==> config.mk <==
export PLATFORM = sky130hd
export DESIGN_NAME = run_geometry_delta_encoder_unit
export DESIGN_NICKNAME = d
export VERILOG_FILES = /design/src/rtl/rgde_pkg.sv /design/src/rtl/rgde_encode.sv /design/src/rtl/rgde_serial.sv /design/src/rtl/run_geometry_delta_encoder_unit.sv
export SDC_FILE = /design/constraint.sdc
export NUM_CORES = 1
export LEC_CHECK = 0
export BUFFER_PORTS_ARGS = -buffer_cell sky130_fd_sc_hd__clkbuf_2
export CAP_MARGIN = 20
export CORE_ASPECT_RATIO = 1.4
export CORE_UTILIZATION = 65
export DETAILED_ROUTE_END_ITERATION = 16
export PLACE_DENSITY = 0.87
export SLEW_MARGIN = 20
export SYNTH_ARGS = -nofsm -noshare
export SYNTH_HDL_FRONTEND = slang
export SYNTH_SLANG_ARGS = --single-unit
==> constraint.sdc <==
create_clock -name clk -period 8.75 [get_ports clk]
set_input_delay 1.3125 -clock clk [delete_from_list [all_inputs] [get_ports clk]]
set_output_delay 1.3125 -clock clk [all_outputs]
set_load 0.1 [all_outputs]
==> src/rtl/rgde_pkg.sv <==
// shared types and defaults for the run geometry delta encoder
// no dependencies

package rgde_pkg;

    localparam int COORD_BITS_DEF = 16;
    localparam int LEN_BITS_DEF   = 16;
    localparam int FIELD_BITS     = 16;

    // one cell run presented at the input
    typedef struct packed {
        logic [FIELD_BITS-1:0] start_row;
        logic [FIELD_BITS-1:0] start_col;
        logic [FIELD_BITS-1:0] run_length;
        logic                  new_blip;
        logic                  restart;
    } run_t;

    // one byte of the compressed stream
    typedef struct packed {
        logic [7:0] out_byte;
        logic       last_byte;
    } code_t;

    // control flags from the serializer: load strobe and frame busy
    typedef struct packed {
        logic load;
        logic busy;
    } frame_ctl_t;

endpackage

==> src/rtl/rgde_encode.sv <==
// position tracking and frame build for one cell run
// depends on rgde_pkg

module rgde_encode
    import rgde_pkg::*;
#(
    parameter int COORD_BITS = COORD_BITS_DEF,
    parameter int LEN_BITS   = LEN_BITS_DEF,
    parameter int MAXB       = 2 + 2 * ((COORD_BITS + 7) / 8) + (LEN_BITS + 7) / 8,
    parameter int CNTW       = $clog2(MAXB + 1)
)
(
    input  logic             clk,
    input  logic             rst_n,
    input  run_t             run,
    input  logic             load,
    output logic [7:0]       frame [MAXB],
    output logic [CNTW-1:0]  count
);

    localparam int CB   = (COORD_BITS + 7) / 8;
    localparam int LB   = (LEN_BITS + 7) / 8;
    localparam int POSL = 1 + 2 * CB;

    logic [COORD_BITS-1:0] prev_row_reg, prev_row_next;
    logic [COORD_BITS-1:0] prev_col_reg, prev_col_next;

    logic [COORD_BITS-1:0] row, col, base_row, base_col;
    logic [LEN_BITS-1:0]   len;
    logic [CB*8-1:0]       row_x, col_x;
    logic [LB*8-1:0]       len_x;
    logic [COORD_BITS:0]   dr, dc;
    logic                  pos_short, len_short;
    logic [7:0]            lenb [LB+1];

    assign row = COORD_BITS'(run.start_row);
    assign col = COORD_BITS'(run.start_col);
    assign len = LEN_BITS'(run.run_length);

    assign row_x = (CB*8)'(row);
    assign col_x = (CB*8)'(col);
    assign len_x = (LB*8)'(len);

    // restart drops the reference back to the origin
    assign base_row = run.restart ? '0 : prev_row_reg;
    assign base_col = run.restart ? '0 : prev_col_reg;

    // exact signed differences, one bit wider than the coordinates
    assign dr = {1'b0, row} - {1'b0, base_row};
    assign dc = {1'b0, col} - {1'b0, base_col};

    // dr fits 2 signed bits, dc fits 6, and not both zero
    assign pos_short = (dr[COORD_BITS:1] == {COORD_BITS{dr[1]}})
                    && (dc[COORD_BITS:5] == {(COORD_BITS-4){dc[5]}})
                    && !((dr == '0) && (dc == '0));

    assign len_short = (len != '0) && (len[LEN_BITS-1:7] == '0);

    always_comb
    begin
        lenb[0] = len_short ? {run.new_blip, len[6:0]} : {run.new_blip, 7'b0};
        for (int i = 0; i < LB; i++)
        begin
            lenb[i+1] = len_x[8*i +: 8];
        end
    end

    always_comb
    begin
        for (int i = 0; i < MAXB; i++)
        begin
            frame[i] = 8'h00;
        end
        if (pos_short)
        begin
            frame[0] = {dr[1:0], dc[5:0]};
            frame[1] = lenb[0];
            for (int j = 0; j < LB; j++)
            begin
                frame[2+j] = lenb[j+1];
            end
        end
        else
        begin
            for (int i = 0; i < CB; i++)
            begin
                frame[1+i]    = row_x[8*i +: 8];
                frame[1+CB+i] = col_x[8*i +: 8];
            end
            for (int j = 0; j <= LB; j++)
            begin
                frame[POSL+j] = lenb[j];
            end
        end
        count = (pos_short ? CNTW'(1) : CNTW'(POSL))
              + (len_short ? CNTW'(1) : CNTW'(1 + LB));
    end

    always_comb
    begin
        prev_row_next = prev_row_reg;
        prev_col_next = prev_col_reg;
        if (load)
        begin
            prev_row_next = row;
            prev_col_next = col;
        end
    end

    always_ff @(posedge clk or negedge rst_n)
    begin
        if (!rst_n)
        begin
            prev_row_reg <= '0;
            prev_col_reg <= '0;
        end
        else
        begin
            prev_row_reg <= prev_row_next;
            prev_col_reg <= prev_col_next;
        end
    end

endmodule

==> src/rtl/rgde_serial.sv <==
// frame register and byte serializer
// depends on rgde_pkg

module rgde_serial
    import rgde_pkg::*;
#(
    parameter int MAXB = 8,
    parameter int CNTW = $clog2(MAXB + 1)
)
(
    input  logic             clk,
    input  logic             rst_n,
    input  logic [7:0]       frame [MAXB],
    input  logic [CNTW-1:0]  count,
    input  logic             load,
    output frame_ctl_t       ctl,
    output logic             code_valid,
    input  logic             code_ready,
    output code_t            code
);

    localparam int IDXW = $clog2(MAXB);

    logic [7:0]      frame_reg [MAXB];
    logic [CNTW-1:0] count_reg;
    logic [IDXW-1:0] idx_reg, idx_next;
    logic            valid_reg, valid_next;
    logic            last, take;

    assign last = (CNTW'(idx_reg) + CNTW'(1)) == count_reg;
    assign take = valid_reg && code_ready;

    assign code_valid     = valid_reg;
    assign code.out_byte  = frame_reg[idx_reg];
    assign code.last_byte = last;

    // free when empty or when the final byte leaves this cycle
    assign ctl.busy = valid_reg && !(take && last);
    assign ctl.load = load;

    always_comb
    begin
        idx_next   = idx_reg;
        valid_next = valid_reg;
        if (take)
        begin
            if (last)
            begin
                valid_next = 1'b0;
                idx_next   = '0;
            end
            else
            begin
                idx_next = idx_reg + IDXW'(1);
            end
        end
        if (load)
        begin
            valid_next = 1'b1;
            idx_next   = '0;
        end
    end

    always_ff @(posedge clk or negedge rst_n)
    begin
        if (!rst_n)
        begin
            valid_reg <= 1'b0;
            idx_reg   <= '0;
        end
        else
        begin
            valid_reg <= valid_next;
            idx_reg   <= idx_next;
        end
    end

    always_ff @(posedge clk)
    begin
        if (load)
        begin
            frame_reg <= frame;
            count_reg <= count;
        end
    end

endmodule

==> src/rtl/run_geometry_delta_encoder_unit.sv <==
// top level of the run geometry delta encoder
// depends on rgde_pkg, rgde_encode, rgde_serial

// Encodes one cell run per request into a compressed byte stream. The run's
// position goes out as one packed delta byte (2 signed row bits, 6 signed
// column bits) against the previous run, or as a zero flag byte followed by
// the absolute row and column, low byte first; a zero delta always uses the
// absolute form. The length follows as one byte (1..127, top bit marks a
// blip start) or as a flag byte followed by the full length. The restart
// bit sets the reference position to the origin before encoding. Each
// request yields 2 to 2 + 2*ceil(COORD_BITS/8) + ceil(LEN_BITS/8) bytes (2
// for a typical run, 8 at most with default parameters), sent one byte per
// cycle on the code channel while code_ready is high. The rate is set by
// the single byte lane of the serializer; the next request is taken in the
// same cycle that the previous one's last byte is accepted, so a waiting
// request follows on the code channel without a gap between frames.

module run_geometry_delta_encoder_unit
    import rgde_pkg::*;
#(
    parameter int COORD_BITS = COORD_BITS_DEF,
    parameter int LEN_BITS   = LEN_BITS_DEF
)
(
    input  logic  clk,
    input  logic  rst_n,
    input  logic  run_valid,
    output logic  run_ready,
    input  run_t  run,
    output logic  code_valid,
    input  logic  code_ready,
    output code_t code
);

    // longest frame: flag, two coordinates, length flag, full length
    localparam int MAXB = 2 + 2 * ((COORD_BITS + 7) / 8) + (LEN_BITS + 7) / 8;
    localparam int CNTW = $clog2(MAXB + 1);

    logic [7:0]      frame [MAXB];
    logic [CNTW-1:0] count;
    logic            load;
    frame_ctl_t      ctl;

    // request taken whenever the frame register frees up this cycle
    assign run_ready = !ctl.busy;
    assign load      = run_valid && run_ready;

    // delta check and frame build against the stored position
    rgde_encode #(
        .COORD_BITS (COORD_BITS),
        .LEN_BITS   (LEN_BITS),
        .MAXB       (MAXB),
        .CNTW       (CNTW)
    ) u_encode (
        .clk   (clk),
        .rst_n (rst_n),
        .run   (run),
        .load  (load),
        .frame (frame),
        .count (count)
    );

    // frame register and one byte per cycle out while code_ready is high
    rgde_serial #(
        .MAXB (MAXB),
        .CNTW (CNTW)
    ) u_serial (
        .clk        (clk),
        .rst_n      (rst_n),
        .frame      (frame),
        .count      (count),
        .load       (load),
        .ctl        (ctl),
        .code_valid (code_valid),
        .code_ready (code_ready),
        .code       (code)
    );

endmodule
* Yosys cells after proc, flatten, opt, wreduce, memory -nomap -nowiden
Cells that the tools add are included.
** Cells by class
- Bitwise logic cells :: 1
- Reductions and logical operators :: 18
- Add/sub/neg operators :: 5
- Mux-type cells :: 15
- Order comparisons :: 1
- Equal/unequal tests :: 3
** Operators by type and width (number)
- zero test 17 bit :: 2
- subtractor 16 x 16 -> 17 bit :: 2
- two-way mux 16 bit :: 2
- binary-select mux 8 bit (select 3 bit) :: 1
- two-way mux 24 bit :: 1
- two-way mux 8 bit :: 2
- nonzero test 16 bit :: 1
- equality test 15 bit :: 1
- two-way mux 3 bit :: 4
- equality test 11 bit :: 1
- zero test 9 bit :: 1
- logical AND 1 bit :: 8
- two-way mux 7 bit :: 1
- adder 3 x 1 -> 4 bit, second input constant :: 1
- adder 4 bit :: 1
- equality test 4 bit :: 1
- greater-or-equal comparator 4 bit, second input constant :: 1
- inverter 3 -> 4 bit :: 1
- nonzero test 2 bit :: 2
- adder 3 x 1 -> 3 bit, second input constant :: 1
- zero test 1 bit :: 3
- two-way mux 1 bit :: 3
- two-way mux 2 bit :: 1
- AND reduction 2 bit :: 1
** Word-level totals
- Input bits :: 54
- Flip-flop bits (word level) :: 104
- Output and inout bits :: 11
- Logic and storage cells :: 56

* Longest topological paths before layout
- Word-level depth :: 9
- Mapped depth :: 16
- Depth with buffers taken out :: 14

* Modules after synthesis
Synthesis repeated with hierarchy kept, for this count alone.
** Second synthesis, totals
- Cells, all modules :: 613
- Area total of the unflattened synthesis :: 7000.5 sq um
** By module, submodules not included
- rgde_encode :: cells each 483, area an instance 4106.4 sq um, times used 1, seq. area each 800.8 sq um
- rgde_serial :: cells each 128, area an instance 2884.0 sq um, times used 1, seq. area each 2142.1 sq um
- run_geometry_delta_encoder_unit :: cells each 2, area an instance 10.0 sq um, times used 1, seq. area each 0.0 sq um

* Least setup slack after synthesis
Ideal clock, no wire load.
- Path kind :: input port to flip-flop
- Start point :: input code_ready
- End point :: register u_serial.count_reg[1] (enable)
- Buffers on the path :: 1
- Data arrival time :: 4.525 ns
- Data required time :: 8.292 ns
- Setup slack :: 3.767 ns
- Setup time :: 0.458 ns
- Stages on the path :: 5
- Path through :: nand2_1 nand2_1 nand2_1 inv_1 clkbuf_1
** On the way
- Word-level cells in the longest chain between the ends :: 6
** Ends and longest elaborated chain
- start: declaration :: RTL line run_geometry_delta_encoder_unit.sv:31 : input logic code_ready,
- logical AND 1 bit :: RTL line rgde_serial.sv:31 : assign take = valid_reg && code_ready;
- logical AND 1 bit :: RTL line rgde_serial.sv:38 : assign ctl.busy = valid_reg && !(take && last);
- zero test 1 bit :: RTL line rgde_serial.sv:38
- logical AND 1 bit :: RTL line rgde_serial.sv:38
- zero test 1 bit :: RTL line run_geometry_delta_encoder_unit.sv:45 : assign run_ready = !ctl.busy;
- named net run_ready :: RTL line run_geometry_delta_encoder_unit.sv:28 : output logic run_ready,
- logical AND 1 bit :: RTL line run_geometry_delta_encoder_unit.sv:46 : assign load = run_valid && run_ready;
- named net load :: RTL line run_geometry_delta_encoder_unit.sv:41 : logic load;
- end signal: assignment :: RTL line rgde_serial.sv:83 : count_reg <= count;
- end: declaration :: RTL line rgde_serial.sv:25 : logic [CNTW-1:0] count_reg;
The timed path passes the listed nets, and every way through them passes these cells.
A chain may end at the register's enable or synchronous reset.

==> out/metrics.csv <==
metric;value;unit
Slew Viols, Final;0;
Crit. Startpoint;run[0];
slowest CP cell;nand3_4;
FMAX;0.180;GHz
worst-path maximum fanout;56;
Final Hold Viols;0;
I/O pins;65;
placed inst area;7100;µm²
Max clock buf depth;2;
CTS tree;done;
pwr dens;280;nW/µm²
Vias/cell;6.51;
setup bufs post-CTS;0;
largest net degree at the start of global routing;82;
dpl ws;2.63;ns
Worst Path Arrival;5.64;ns
ys async rst share;35.0;%
max_cap viols;0;
min Tclk post-route;5.55;ns
TritonCTS buffer count;9;
die outline area;10700;µm²
Skew-Pair Late Insertion Delay;0.35;ns
Syn Inst Count;658;
nets@finish;799;
H-tree Lvls;3;
total power;2.07;mW
Num Clock Sinks;103;
skew final;0.00908;ns
slack of the worst reg-to-reg path;4.24;ns
Net Count, Synth;750;
Die W;87.9;µm
Port Buffers;64;
synthesized area;6710;µm²
Placed Cells incl. Taps;831;
global-route wire length before repair;27.0;mm
Post-synth EDFFs;67;
vias in the first global route;5452;
Crit path top cell by count;nor4_1;
RR Startpoint;u_encode.prev_col_reg[0]$_DFFE_PN0P_;
Final HPWL DP;12.1;mm
FILL cells;633;
Cell Rows;43;
Detailed Route WL;17.2;mm
cts hold-fix bufs;0;
RSZ-0062 raised after global routing;false;
chip height;122;µm
Core Footprint;9950;µm²
Largest register FFs;64;
status;completed;
Post-synth top flop;edfxtp_1;
post-layout util;74.4;%
CP peak stage delay;0.51;ns
CP Data Required Time;8.85;ns
Placer Congestion;0.997;
Yosys warnings;0;
gr ovfl total;0;
# diodes;0;
post-synthesis cell type count;61;
vias post-DR;5512;
Post-Layout Cell Count;847;
Setup-failing EPs final;0;
tightest hold margin;0.477;ns
gr usage total;33.9;%
synthesized flop and latch total;103;
Pre-antenna DRT Iters;5;
FF+latch area;2910;µm²
hold path start;u_encode.prev_row_reg[13]$_DFFE_PN0P_;
Starting Density;67.4;%
initial antenna violation count;0;
CP Capture Type;flop;
Final Instance Area;7410;µm²
area grow syn2layout;10.4;%
Worst-Margin Slew;0.997;ns
cells along the critical path;clkbuf_2 -> nor2b_1 -> ha_1 -> inv_1 -> fa_1 -> a21o_1 -> a221oi_2 -> nor4_1 -> a2111o_1 -> a21oi_2 -> xnor2_1 -> nor4_1 -> a21bo_1 -> nand3_4 -> mux2_2;
residual DRC count;0;
Resize count post-CTS;0;
CTS root buf;clkbuf_16;
VDD IR-drop max;131;µV
share of layout cells above drive strength 1;18.7;%
Final ANT Viol Nets;0;
setup ws final;3.20;ns
wire per inst;20.3;µm
area of the multi-input gates;3590;µm²
TNS Setup;0;ns
mean post-synth cell area;10.2;µm²
critical path type;input port to flop;
Setup crit start kind;input port;
CTS clk-pin slew, worst paths;0.07;ns
Seq/Total Area, Yosys;43.4;%
Final Cycle Share;63.4;%
LEAKAGE;3.13;nW
DRT iter0 DRCs;540;
worst hold path type;flop to flop;
Rel. slew slack;33.5;%
## cells in the final DEF (no fill, tap or decap), drive strengths merged, types with 4 or more instances in the layout
cell type / n
nand2: 124
clkbuf: 74
edfxtp: 67
ha: 36
dfrtp: 36
nand2b: 33
a21oi: 32
nor2: 28
and2: 27
mux2: 25
inv: 23
o21ai: 20
xnor2: 17
mux4: 16
nand3: 15
a21o: 12
and3: 12
xor2: 10
nor3: 9
mux2i: 9
nand4: 9
nor4: 7
or3: 6
o21a: 5
nand3b: 4
buf: 4
## worst paths after layout
| kind | cells after the start | end |
|---|---|---|
| max | 15 | u_serial.frame_reg[45]$_DFFE_PP_ |
| min in group asynchronous | 1 | u_serial.idx_reg[1]$_DFFE_PN0P_ |
| min | 2 | u_encode.prev_row_reg[13]$_DFFE_PN0P_ |
| min reg2reg | 2 | u_encode.prev_row_reg[13]$_DFFE_PN0P_ |
| max in group asynchronous | 1 | u_encode.prev_col_reg[8]$_DFFE_PN0P_ |
| max reg2reg | 14 | u_serial.frame_reg[45]$_DFFE_PP_ |
## area by class of cell
| type | count | share of cell area (%) |
|---|---|---|
| Multi-Input combinational cell | 504 | 48.5 |
| Sequential cell | 103 | 39.3 |
| Timing Repair Buffer | 68 | 4.73 |
| Clock buffer | 10 | 3.09 |
| Tap cell | 135 | 2.28 |
| Inverter | 21 | 1.08 |
| Clock inverter | 6 | 1.03 |
## critical path, delay by kind of cell
family          cells  cell delay (ns)
buf+inv             2             0.39
compound gates      5             1.53
simple gates        4             1.19
mux                 1             0.50
fa+ha+maj           2             0.59
xor+xnor            1             0.10
## kinds of logic after synthesis
family          Yosys count  synth area share [%]
buf+inv                  51                  3.21
xor+xnor                 27                  3.52
flops                   103                  43.4
mux                      50                  11.0
compound gates          107                  11.2
fa+ha+maj                38                  7.31
simple gates            282                  20.4
## report_power, final
| group | internal (mW) | leakage, nW | total [mW] | switching (mW) |
|---|---|---|---|---|
| logic | 0.343 | 1.92 | 0.973 | 0.630 |
| registers | 0.611 | 1.06 | 0.682 | 0.0714 |
| clock network | 0.227 | 0.150 | 0.418 | 0.191 |
## synthesized netlist by cell type (3+ instances only)
library cell | instances | share of area [%]
nand3b_1 | 4 | 0.45
mux2_2 | 24 | 4.0
clkbuf_1 | 23 | 1.3
nor2_1 | 28 | 1.6
a21oi_1 | 31 | 2.3
nand3_1 | 14 | 1.0
and2_1 | 27 | 2.5
nor3_1 | 9 | 0.67
nor2b_1 | 3 | 0.28
nand4_1 | 9 | 0.84
dfrtp_1 | 36 | 13
buf_2 | 4 | 0.30
edfxtp_1 | 67 | 30
xnor2_1 | 17 | 2.2
o211ai_1 | 3 | 0.34
nor4_1 | 7 | 0.65
a22o_1 | 3 | 0.39
inv_1 | 21 | 1.2
nand2b_1 | 33 | 3.1
o21ai_1 | 5 | 0.37
o21a_1 | 5 | 0.56
o21ai_0 | 15 | 1.1
o31ai_1 | 3 | 0.34
xor2_1 | 10 | 1.3
ha_1 | 36 | 6.7
mux4_2 | 16 | 5.4
nand2_1 | 124 | 6.9
or3_1 | 6 | 0.56
mux2i_1 | 9 | 1.3
and3_1 | 12 | 1.1
a21o_1 | 12 | 1.3
## per-layer routing
layer  share of wire [%]  global-route usage (%)  up-vias
li1                    -                       -     2479
met1                  35                    38.0     2610
met2                  52                    59.9      328
met3                 6.8                    4.57       95
met4                 6.2                    21.2        0
met5                   0                       0        -
Note: power is estimated with default switching activity, not from simulation.
